File: src/rtl/core/hrsp_pkg.sv
// Shared types, codes and match tables of the HTTP request stream parser.
// Used by hrsp_len_acc, hrsp_parse_fsm and http_request_stream_parser.
package hrsp_pkg;

  // Default width of the content-length accumulator
  localparam int LENGTH_BITS_DEF = 32;
  localparam int BODY_LEN_W      = 32;

  // Length of the "content-length" key
  localparam logic [3:0] KEY_LEN    = 4'd14;
  localparam logic [1:0] METHOD_LEN = 2'd3;

  // Byte constants
  localparam logic [7:0] CH_CR    = 8'h0D;
  localparam logic [7:0] CH_LF    = 8'h0A;
  localparam logic [7:0] CH_COLON = 8'h3A;
  localparam logic [7:0] CH_SPACE = 8'h20;
  localparam logic [7:0] CH_0     = 8'h30;
  localparam logic [7:0] CH_9     = 8'h39;
  localparam logic [7:0] CH_UP_A  = 8'h41;
  localparam logic [7:0] CH_UP_Z  = 8'h5A;
  localparam logic [7:0] CH_LO_A  = 8'h61;
  localparam logic [7:0] CH_LO_Z  = 8'h7A;
  localparam logic [7:0] CASE_OFS = 8'h20;

  // Byte kind codes
  localparam logic [2:0] KIND_DROP    = 3'd0;
  localparam logic [2:0] KIND_METHOD  = 3'd1;
  localparam logic [2:0] KIND_URL     = 3'd2;
  localparam logic [2:0] KIND_VERSION = 3'd3;
  localparam logic [2:0] KIND_KEY     = 3'd4;
  localparam logic [2:0] KIND_VALUE   = 3'd5;
  localparam logic [2:0] KIND_BODY    = 3'd6;

  // Request status codes
  localparam logic [1:0] STAT_BUSY     = 2'd0;
  localparam logic [1:0] STAT_COMPLETE = 2'd1;
  localparam logic [1:0] STAT_BAD      = 2'd2;
  localparam logic [1:0] STAT_CLOSED   = 2'd3;

  // Parse phases
  typedef enum logic [3:0] {
    PH_METHOD     = 4'd0,
    PH_URL        = 4'd1,
    PH_VERSION    = 4'd2,
    PH_RL_LF      = 4'd3,
    PH_KEY        = 4'd4,
    PH_VALUE      = 4'd5,
    PH_HDR_LF     = 4'd6,
    PH_LINE_START = 4'd7,
    PH_END_LF     = 4'd8,
    PH_BODY       = 4'd9
  } phase_t;

  // One input item
  typedef struct packed {
    logic [7:0] in_byte;
    logic       conn_closed;
  } in_item_t;

  // One result item
  typedef struct packed {
    logic [2:0]            byte_kind;
    logic [7:0]            out_char;
    logic                  field_end;
    logic [1:0]            req_status;
    logic                  is_get;
    logic [BODY_LEN_W-1:0] body_length;
  } result_t;

  // Expected characters of "content-length"
  function automatic logic [7:0] key_char_at(input logic [3:0] idx);
    logic [7:0] c;
    unique case (idx)
      4'd0:    c = 8'h63; // c
      4'd1:    c = 8'h6F; // o
      4'd2:    c = 8'h6E; // n
      4'd3:    c = 8'h74; // t
      4'd4:    c = 8'h65; // e
      4'd5:    c = 8'h6E; // n
      4'd6:    c = 8'h74; // t
      4'd7:    c = 8'h2D; // -
      4'd8:    c = 8'h6C; // l
      4'd9:    c = 8'h65; // e
      4'd10:   c = 8'h6E; // n
      4'd11:   c = 8'h67; // g
      4'd12:   c = 8'h74; // t
      4'd13:   c = 8'h68; // h
      default: c = 8'h00;
    endcase
    return c;
  endfunction

  // Expected characters of "get"
  function automatic logic [7:0] method_char_at(input logic [1:0] idx);
    logic [7:0] c;
    unique case (idx)
      2'd0:    c = 8'h67; // g
      2'd1:    c = 8'h65; // e
      2'd2:    c = 8'h74; // t
      default: c = 8'h00;
    endcase
    return c;
  endfunction

endpackage

File: src/rtl/core/hrsp_len_acc.sv
// Saturating decimal accumulator step for the content-length value.
// Depends on hrsp_pkg for the default accumulator width.
module hrsp_len_acc #(
  parameter int LENGTH_BITS = hrsp_pkg::LENGTH_BITS_DEF
) (
  input  logic [LENGTH_BITS-1:0] acc_in,
  input  logic [3:0]             digit,
  output logic [LENGTH_BITS-1:0] acc_out
);

  logic [LENGTH_BITS+3:0] sum;

  // Form acc*10 + digit as (acc<<3) + (acc<<1) + digit
  assign sum = {1'b0, acc_in, 3'b000} + {3'b000, acc_in, 1'b0} + {{LENGTH_BITS{1'b0}}, digit};

  // Saturate when the result no longer fits
  assign acc_out = (sum[LENGTH_BITS+3:LENGTH_BITS] != 4'd0) ? {LENGTH_BITS{1'b1}}
                                                           : sum[LENGTH_BITS-1:0];

endmodule

File: src/rtl/core/hrsp_parse_fsm.sv
// Per-request parse state and the per-byte state update and result logic.
// Depends on hrsp_pkg and hrsp_len_acc.
module hrsp_parse_fsm #(
  parameter int LENGTH_BITS = hrsp_pkg::LENGTH_BITS_DEF
) (
  input  logic               clk,
  input  logic               rst_n,
  input  logic               step,
  input  hrsp_pkg::in_item_t item,
  output hrsp_pkg::result_t  res
);

  hrsp_pkg::phase_t       phase_r, phase_nxt;
  logic [1:0]             mpos_r, mpos_nxt;
  logic                   mmis_r, mmis_nxt;
  logic [3:0]             kpos_r, kpos_nxt;
  logic                   kmis_r, kmis_nxt;
  logic                   skip_r, skip_nxt;
  logic [LENGTH_BITS-1:0] pend_r, pend_nxt;
  logic                   dend_r, dend_nxt;
  logic [LENGTH_BITS-1:0] stored_r, stored_nxt;
  logic [LENGTH_BITS-1:0] remain_r, remain_nxt;

  logic [7:0]             raw;
  logic [7:0]             low;
  logic                   is_letter;
  logic                   is_digit;
  logic [LENGTH_BITS-1:0] pend_acc;
  logic [7:0]             digit_full;
  logic [LENGTH_BITS-1:0] remain_dec;
  logic [63:0]            stored_ext;
  logic [3:0]             kbase_pos;
  logic                   kbase_mis;
  logic [3:0]             kstep_pos;
  logic                   kstep_mis;
  logic                   kbase_fresh;

  // Fold the byte to lower case
  assign raw        = item.in_byte;
  assign low        = (raw >= hrsp_pkg::CH_UP_A && raw <= hrsp_pkg::CH_UP_Z) ?
                      raw + hrsp_pkg::CASE_OFS : raw;
  assign is_letter  = (low >= hrsp_pkg::CH_LO_A) && (low <= hrsp_pkg::CH_LO_Z);
  assign is_digit   = (low >= hrsp_pkg::CH_0) && (low <= hrsp_pkg::CH_9);
  assign digit_full = low - hrsp_pkg::CH_0;

  // Accumulate one decimal digit into the pending length
  hrsp_len_acc #(
    .LENGTH_BITS (LENGTH_BITS)
  ) u_len_acc (
    .acc_in  (pend_r),
    .digit   (digit_full[3:0]),
    .acc_out (pend_acc)
  );

  // Match one key character, from the current position or from a fresh line
  assign kbase_fresh = (phase_r == hrsp_pkg::PH_LINE_START);
  assign kbase_pos   = kbase_fresh ? 4'd0 : kpos_r;
  assign kbase_mis   = kbase_fresh ? 1'b0 : kmis_r;
  always_comb begin
    kstep_pos = kbase_pos;
    kstep_mis = kbase_mis;
    if (kbase_pos < hrsp_pkg::KEY_LEN && hrsp_pkg::key_char_at(kbase_pos) == low) begin
      kstep_pos = kbase_pos + 4'd1;
    end else begin
      kstep_mis = 1'b1;
    end
  end

  assign remain_dec = (remain_r != '0) ? remain_r - {{(LENGTH_BITS-1){1'b0}}, 1'b1}
                                       : remain_r;
  assign stored_ext = 64'(stored_r);

  // Next state and result for one byte
  always_comb begin
    phase_nxt  = phase_r;
    mpos_nxt   = mpos_r;
    mmis_nxt   = mmis_r;
    kpos_nxt   = kpos_r;
    kmis_nxt   = kmis_r;
    skip_nxt   = skip_r;
    pend_nxt   = pend_r;
    dend_nxt   = dend_r;
    stored_nxt = stored_r;
    remain_nxt = remain_r;
    res        = '0;

    if (item.conn_closed) begin
      res.req_status = hrsp_pkg::STAT_CLOSED;
    end else begin
      res.out_char = (phase_r == hrsp_pkg::PH_URL || phase_r == hrsp_pkg::PH_BODY) ? raw : low;
      unique case (phase_r)
        hrsp_pkg::PH_METHOD: begin
          if (is_letter) begin
            res.byte_kind = hrsp_pkg::KIND_METHOD;
            if (mpos_r < hrsp_pkg::METHOD_LEN && hrsp_pkg::method_char_at(mpos_r) == low) begin
              mpos_nxt = mpos_r + 2'd1;
            end else begin
              mmis_nxt = 1'b1;
            end
          end else if (low == hrsp_pkg::CH_SPACE) begin
            res.field_end = 1'b1;
            phase_nxt     = hrsp_pkg::PH_URL;
          end
        end
        hrsp_pkg::PH_URL: begin
          if (raw == hrsp_pkg::CH_SPACE) begin
            res.field_end = 1'b1;
            phase_nxt     = hrsp_pkg::PH_VERSION;
          end else begin
            res.byte_kind = hrsp_pkg::KIND_URL;
          end
        end
        hrsp_pkg::PH_VERSION: begin
          if (low == hrsp_pkg::CH_CR) begin
            res.field_end = 1'b1;
            phase_nxt     = hrsp_pkg::PH_RL_LF;
          end else begin
            res.byte_kind = hrsp_pkg::KIND_VERSION;
          end
        end
        hrsp_pkg::PH_RL_LF: begin
          if (low == hrsp_pkg::CH_LF) begin
            kpos_nxt  = 4'd0;
            kmis_nxt  = 1'b0;
            skip_nxt  = 1'b1;
            phase_nxt = hrsp_pkg::PH_KEY;
          end else begin
            res.req_status = hrsp_pkg::STAT_BAD;
          end
        end
        hrsp_pkg::PH_KEY: begin
          priority if (low == hrsp_pkg::CH_COLON) begin
            res.field_end = 1'b1;
            skip_nxt      = 1'b1;
            pend_nxt      = '0;
            dend_nxt      = 1'b0;
            phase_nxt     = hrsp_pkg::PH_VALUE;
          end else if (skip_r && low == hrsp_pkg::CH_CR) begin
            phase_nxt = hrsp_pkg::PH_END_LF;
          end else if (!(skip_r && low == hrsp_pkg::CH_SPACE)) begin
            res.byte_kind = hrsp_pkg::KIND_KEY;
            skip_nxt      = 1'b0;
            kpos_nxt      = kstep_pos;
            kmis_nxt      = kstep_mis;
          end
        end
        hrsp_pkg::PH_VALUE: begin
          priority if (low == hrsp_pkg::CH_CR) begin
            res.field_end = 1'b1;
            phase_nxt     = hrsp_pkg::PH_HDR_LF;
          end else if (!(skip_r && low == hrsp_pkg::CH_SPACE)) begin
            res.byte_kind = hrsp_pkg::KIND_VALUE;
            skip_nxt      = 1'b0;
            if (!dend_r && is_digit) begin
              pend_nxt = pend_acc;
            end else begin
              dend_nxt = 1'b1;
            end
          end
        end
        hrsp_pkg::PH_HDR_LF: begin
          if (low == hrsp_pkg::CH_LF) begin
            if (!kmis_r && kpos_r == hrsp_pkg::KEY_LEN) begin
              stored_nxt = pend_r;
            end
            kpos_nxt  = 4'd0;
            kmis_nxt  = 1'b0;
            skip_nxt  = 1'b1;
            phase_nxt = hrsp_pkg::PH_LINE_START;
          end else begin
            res.req_status = hrsp_pkg::STAT_BAD;
          end
        end
        hrsp_pkg::PH_LINE_START: begin
          priority if (is_letter) begin
            res.byte_kind = hrsp_pkg::KIND_KEY;
            skip_nxt      = 1'b0;
            kpos_nxt      = kstep_pos;
            kmis_nxt      = kstep_mis;
            phase_nxt     = hrsp_pkg::PH_KEY;
          end else if (low == hrsp_pkg::CH_CR) begin
            phase_nxt = hrsp_pkg::PH_END_LF;
          end else begin
            res.req_status = hrsp_pkg::STAT_BAD;
          end
        end
        hrsp_pkg::PH_END_LF: begin
          priority if (low != hrsp_pkg::CH_LF) begin
            res.req_status = hrsp_pkg::STAT_BAD;
          end else if (stored_r == '0) begin
            res.req_status = hrsp_pkg::STAT_COMPLETE;
          end else begin
            remain_nxt = stored_r;
            phase_nxt  = hrsp_pkg::PH_BODY;
          end
        end
        default: begin
          // Body bytes: count down to the end of the body
          res.byte_kind = hrsp_pkg::KIND_BODY;
          remain_nxt    = remain_dec;
          if (remain_dec == '0) begin
            res.field_end  = 1'b1;
            res.req_status = hrsp_pkg::STAT_COMPLETE;
          end
        end
      endcase

      // Report method and length on completion
      if (res.req_status == hrsp_pkg::STAT_COMPLETE) begin
        res.is_get      = !mmis_r && (mpos_r == hrsp_pkg::METHOD_LEN);
        res.body_length = stored_ext[hrsp_pkg::BODY_LEN_W-1:0];
      end
    end

    // Start a new request after any final status
    if (res.req_status != hrsp_pkg::STAT_BUSY) begin
      phase_nxt  = hrsp_pkg::PH_METHOD;
      mpos_nxt   = 2'd0;
      mmis_nxt   = 1'b0;
      kpos_nxt   = 4'd0;
      kmis_nxt   = 1'b0;
      skip_nxt   = 1'b1;
      pend_nxt   = '0;
      dend_nxt   = 1'b0;
      stored_nxt = '0;
      remain_nxt = '0;
    end
  end

  // Hold the parse state; advance on each processed item
  always_ff @(posedge clk) begin
    if (!rst_n) begin
      phase_r  <= hrsp_pkg::PH_METHOD;
      mpos_r   <= 2'd0;
      mmis_r   <= 1'b0;
      kpos_r   <= 4'd0;
      kmis_r   <= 1'b0;
      skip_r   <= 1'b1;
      pend_r   <= '0;
      dend_r   <= 1'b0;
      stored_r <= '0;
      remain_r <= '0;
    end else if (step) begin
      phase_r  <= phase_nxt;
      mpos_r   <= mpos_nxt;
      mmis_r   <= mmis_nxt;
      kpos_r   <= kpos_nxt;
      kmis_r   <= kmis_nxt;
      skip_r   <= skip_nxt;
      pend_r   <= pend_nxt;
      dend_r   <= dend_nxt;
      stored_r <= stored_nxt;
      remain_r <= remain_nxt;
    end
  end

endmodule

File: src/rtl/core/http_request_stream_parser.sv
// HTTP request stream parser: input register, per-byte parse step, result register.
// The accepted item waits in the input register; the result register loads when the parser steps.
// One item per cycle while out_stall is low; an output stall holds the input via in_stall.
// Reset: synchronous active-low rst_n empties both registers and puts the parser
// at the start of a request (method phase, no stored length).
module http_request_stream_parser #(
  parameter int LENGTH_BITS = hrsp_pkg::LENGTH_BITS_DEF
) (
  input  logic        clk,
  input  logic        rst_n,
  input  logic        in_valid,
  output logic        in_stall,
  input  logic [7:0]  in_byte,
  input  logic        in_conn_closed,
  output logic        out_valid,
  input  logic        out_stall,
  output logic [2:0]  out_byte_kind,
  output logic [7:0]  out_char,
  output logic        out_field_end,
  output logic [1:0]  out_req_status,
  output logic        out_is_get,
  output logic [31:0] out_body_length
);

  logic               in_v_r, in_v_nxt;
  hrsp_pkg::in_item_t in_item_r;
  logic               out_v_r, out_v_nxt;
  hrsp_pkg::result_t  res_r;
  hrsp_pkg::result_t  res_c;
  logic               adv;
  logic               in_acc;
  logic               step;

  // Pipeline handshake
  assign adv      = !out_v_r || !out_stall;
  assign in_stall = in_v_r && !adv;
  assign in_acc   = in_valid && !in_stall;
  assign step     = in_v_r && adv;

  always_comb begin
    in_v_nxt = in_v_r;
    if (in_acc) begin
      in_v_nxt = 1'b1;
    end else if (adv) begin
      in_v_nxt = 1'b0;
    end
    out_v_nxt = adv ? in_v_r : out_v_r;
  end

  // Hold the accepted item
  always_ff @(posedge clk) begin
    if (!rst_n) begin
      in_v_r  <= 1'b0;
      out_v_r <= 1'b0;
    end else begin
      in_v_r  <= in_v_nxt;
      out_v_r <= out_v_nxt;
    end
  end

  always_ff @(posedge clk) begin
    if (in_acc) begin
      in_item_r.in_byte     <= in_byte;
      in_item_r.conn_closed <= in_conn_closed;
    end
    if (step) begin
      res_r <= res_c;
    end
  end

  // Parse one byte per processed item
  hrsp_parse_fsm #(
    .LENGTH_BITS (LENGTH_BITS)
  ) u_parse_fsm (
    .clk   (clk),
    .rst_n (rst_n),
    .step  (step),
    .item  (in_item_r),
    .res   (res_c)
  );

  assign out_valid       = out_v_r;
  assign out_byte_kind   = res_r.byte_kind;
  assign out_char        = res_r.out_char;
  assign out_field_end   = res_r.field_end;
  assign out_req_status  = res_r.req_status;
  assign out_is_get      = res_r.is_get;
  assign out_body_length = res_r.body_length;

  // Method and length are reported only with a completed request
  assert property (@(posedge clk) disable iff (!rst_n)
    out_valid && (out_req_status != hrsp_pkg::STAT_COMPLETE) |->
      !out_is_get && (out_body_length == 32'd0))
    else $error("is_get or body_length set without completion");

  // A closure result carries no byte
  assert property (@(posedge clk) disable iff (!rst_n)
    out_valid && (out_req_status == hrsp_pkg::STAT_CLOSED) |->
      (out_byte_kind == hrsp_pkg::KIND_DROP) && (out_char == 8'd0) && !out_field_end)
    else $error("closure result carries byte data");

  // The last body byte completes the request
  assert property (@(posedge clk) disable iff (!rst_n)
    out_valid && (out_byte_kind == hrsp_pkg::KIND_BODY) && out_field_end |->
      (out_req_status == hrsp_pkg::STAT_COMPLETE))
    else $error("body end without completion");

  // A processed item always produces a result in the next cycle
  assert property (@(posedge clk) disable iff (!rst_n)
    step |=> out_v_r)
    else $error("processed item lost");

endmodule

File: config.mk
export PLATFORM = sky130hd
export DESIGN_NAME = http_request_stream_parser
export DESIGN_NICKNAME = d
export VERILOG_FILES = /design/src/rtl/core/hrsp_pkg.sv /design/src/rtl/core/hrsp_len_acc.sv /design/src/rtl/core/hrsp_parse_fsm.sv /design/src/rtl/core/http_request_stream_parser.sv
export SDC_FILE = /design/constraint.sdc
export NUM_CORES = 1
export LEC_CHECK = 0
export BUFFER_PORTS_ARGS = -buffer_cell sky130_fd_sc_hd__buf_2
export CORE_ASPECT_RATIO = 1.1
export CORE_UTILIZATION = 62
export DETAILED_ROUTE_END_ITERATION = 10
export GPL_TIMING_DRIVEN = 1
export PLACE_DENSITY = 0.88
export SLEW_MARGIN = 20
export SYNTH_ARGS = -nofsm -noshare
export SYNTH_HDL_FRONTEND = slang
export SYNTH_SLANG_ARGS = --single-unit
File: constraint.sdc
create_clock -name clk -period 4.5 [get_ports clk]
set_clock_uncertainty 0.15 [all_clocks]
set_input_delay 0.45 -clock clk [delete_from_list [all_inputs] [get_ports clk]]
set_output_delay 0.45 -clock clk [all_outputs]
set_load 0.02 [all_outputs]
==> metrics.yaml <==
cp.depth: 11
vias: 9952
die_h_um: 139
drc: 0
worst-path-buf-inv: 1
rr_endpoint: "u_parse_fsm.pend_r[0]"
cts_num_sinks: 168
wirelength_mm: 28.8
maxCapViolCount: 0
hpwl_mm: 20.5
clk_pin_slew_ns: 0.07
syn_area_per_cell_um2: 8.79
period_minus_slack_ns: 4.22
slowest_stage: "or4_4"
grt-ovfl-total: 0
seq_area_um2: 3920
rsz0062_at_grt: "no"
routedWlPerCell_um: 19.7
peakVddDrop_mv: 0.320
run_status: "completed"
crit_top_cell: "or4_4"
ant_nets: 0
arrival_ns: 4.38
synth_commonest_cells: "dfxtp_1 (112), nor2_1 (108), nand2_1 (107)"
cellLeakagePower_nw: 4.91
final_layout_size_suffix_gt1_frac: 0.129
clock_tree.root_cell: "clkbuf_16"
crit_chain: "or4_4 -> or4_4 -> or3_1 -> a21oi_1 -> nand3_1 -> or4_4 -> o21a_1 -> nand3_1 -> or3_1 -> buf_4 -> o2bb2ai_1"
cp-end-kind: "flip-flop"
endpoint: "u_parse_fsm.pend_r[0]"
place_congestion: 0.992
p_total_mw: 5.18
synth_top_area_frac: 0.213
rr_startpoint: "u_parse_fsm.remain_r[19]"
clk_path_buf_depth: 2
die_w_um: 126
grt_pass1_wl_mm: 46.8
multiInputGateArea_um2: 6240
rows: 49
worst-setup-path-type: "flip-flop to flip-flop"
antenna_found_initial: 1
yosys_most_used_dff: "dfxtp_1"
syn_nets: 1292
cts_tree: "built"
cts_setup_buffers: 0
drt-initial-drc-count: 1218
worst_slew_pin_slew_ns: 0.741
setup_viol: 0
n_fill_cell: 1208
hold_class: "input port to flip-flop"
fin_nets: 1339
clock_latency_ns: 0.44
syn_inst: 1199
yosys_warnings: 0
ctsHoldBuffers: 0
seq_area_frac_synth: 0.372
grt_pass1_vias: 9124
grt_usage: 0.333
r2r_cells: 11
cts-resized-gates: 0
yosysTopAreaCell: "dfxtp_1"
slew_viol_final: 0
crit_path_max_fanout: 32
clock.fmax_ghz: 0.237
h-tree-depth: 4
start_util: 0.639
cellPowerDensity_nw_per_um2: 440
area_growth_pct: 11.6
ioPinCount: 62
synth.most_common_cell: "dfxtp_1"
ys_async_sr_fraction: 0
slew_headroom: 0.505
required_ns: 4.66
start_kind: "flip-flop"
synth_cell_type_count: 80
num_antenna_cells: 0
grt_max_degree: 42
hold_viol: 0
fin_setup_tns_ns: 0
finalCritPeriodShare: 0.938
core_area_um2: 16500
crit_family: "simple AND/OR/NAND/NOR gates"
cp_slowest_stage_delay_ns: 0.58
startpoint: "u_parse_fsm.remain_r[19]"
synthesis.area_um2: 10500
synth_area_leaders: "dfxtp_1 (21%), edfxtp_1 (16%), ha_1 (9.3%), a21oi_1 (4.2%), nor2_1 (3.8%)"
fp.dieArea_um2: 17500
r2r_setup_slack_ns: 0.28
viasPerCell: 6.80
drtPass1Iterations: 6
io_buffers: 61
ys_ff_latch: 168
min_from: "in_byte[7]"
cts_made_buffers: 17
synth_edf_count: 56
sequential cells by signal, summed over array words and instances (netlist names):
register and flops:
u_parse_fsm.mpos_r 2, u_parse_fsm.dend_r 1, out_field_end 1, u_parse_fsm.remain_r 32, u_parse_fsm.skip_r 1, out_body_length 32
out_byte_kind 3, u_parse_fsm.phase_r 4, out_valid 1, in_v_r 1, in_item_r 9, u_parse_fsm.kpos_r 4
out_char 8, out_is_get 1, u_parse_fsm.mmis_r 1, out_req_status 2, u_parse_fsm.stored_r 32, u_parse_fsm.kmis_r 1
u_parse_fsm.pend_r 32
stage by stage:
step	hold slack, ns	worst slack, ns	instances	utilization	area [µm²]
finish	0.0362	0.277	1463	0.713	11800
global route	0.0303	0.103	1463	0.713	11800
CTS	0.0314	0.253	1463	0.713	11800
detailed placement	0.324	0.283	1431	0.677	11200
global placement	0.303	0.359	1431	0.677	11200
floorplan	0.288	0.617	1199	-	10500
where the power goes:
group / leakage [nW] / switching (mW) / internal, mW
clock: 0.292 / 0.635 / 0.814
sequential: 1.41 / 0.0552 / 1.62
combinational: 3.21 / 1.29 / 0.764
worst reg2reg max path: cells and delay by family (launching register included):
kind	cells	cell delay, ns
AO/OA/AOI/OAI	3	0.71
buffers and inverters	1	0.32
AND/OR/NAND/NOR	7	2.54
flip-flops	1	0.38
metal layers:
layer / wire [µm] / vias to the layer above / track usage
li1: - / 4622 / -
met1: 12200 / 4756 / 0.462
met2: 13300 / 499 / 0.520
met3: 2520 / 75 / 0.0575
met4: 804 / 0 / 0.123
met5: 0 / - / 0
cells in the final DEF (no fill, tap or decap), types with 23 or more instances in the layout:
master,synthesis,final
dfxtp_1,112,112
nor2_1,108,108
nand2_1,107,107
a21oi_1,89,88
ha_1,78,78
buf_2,16,61
edfxtp_1,56,56
o21ai_0,50,50
buf_4,0,42
and3_1,34,34
nor3_1,36,34
a22o_1,34,34
o2bb2ai_1,33,33
nand3_1,30,30
inv_1,29,29
nor4_1,28,28
xnor2_1,28,28
or3_1,23,23
cell type report:
class | count | area share
well taps | 204 | 0.0217
inverters | 31 | 0.00989
repair buffers | 104 | 0.0545
clock inverters | 9 | 0.00627
clock buffers | 23 | 0.0434
flip-flops and latches | 168 | 0.334
multi-input cells | 924 | 0.531
cells by family (layout without fill, tap and decap cells):
| logic type | Yosys count | count (layout) | share of synthesized area |
|---|---|---|---|
| AND/OR/NAND/NOR | 463 | 463 | 0.227 |
| AO/OA/AOI/OAI | 327 | 327 | 0.218 |
| flip-flops | 168 | 168 | 0.372 |
| buffers and inverters | 107 | 167 | 0.0400 |
| adder cells (fa/ha/maj) | 80 | 80 | 0.0964 |
| XOR/XNOR | 46 | 46 | 0.0382 |
| multiplexers | 8 | 8 | 0.00783 |
how the worst min path moves through the flow:
stage	to	cells past startpoint
final	in_item_r[8]	1
after global routing	in_item_r[8]	1
after CTS	in_item_r[8]	1
after detailed placement	u_parse_fsm.remain_r[14]	2
after global placement	u_parse_fsm.mmis_r	2
after floorplan	u_parse_fsm.mmis_r	2
No activity file was read; power rests on OpenSTA's default activity.
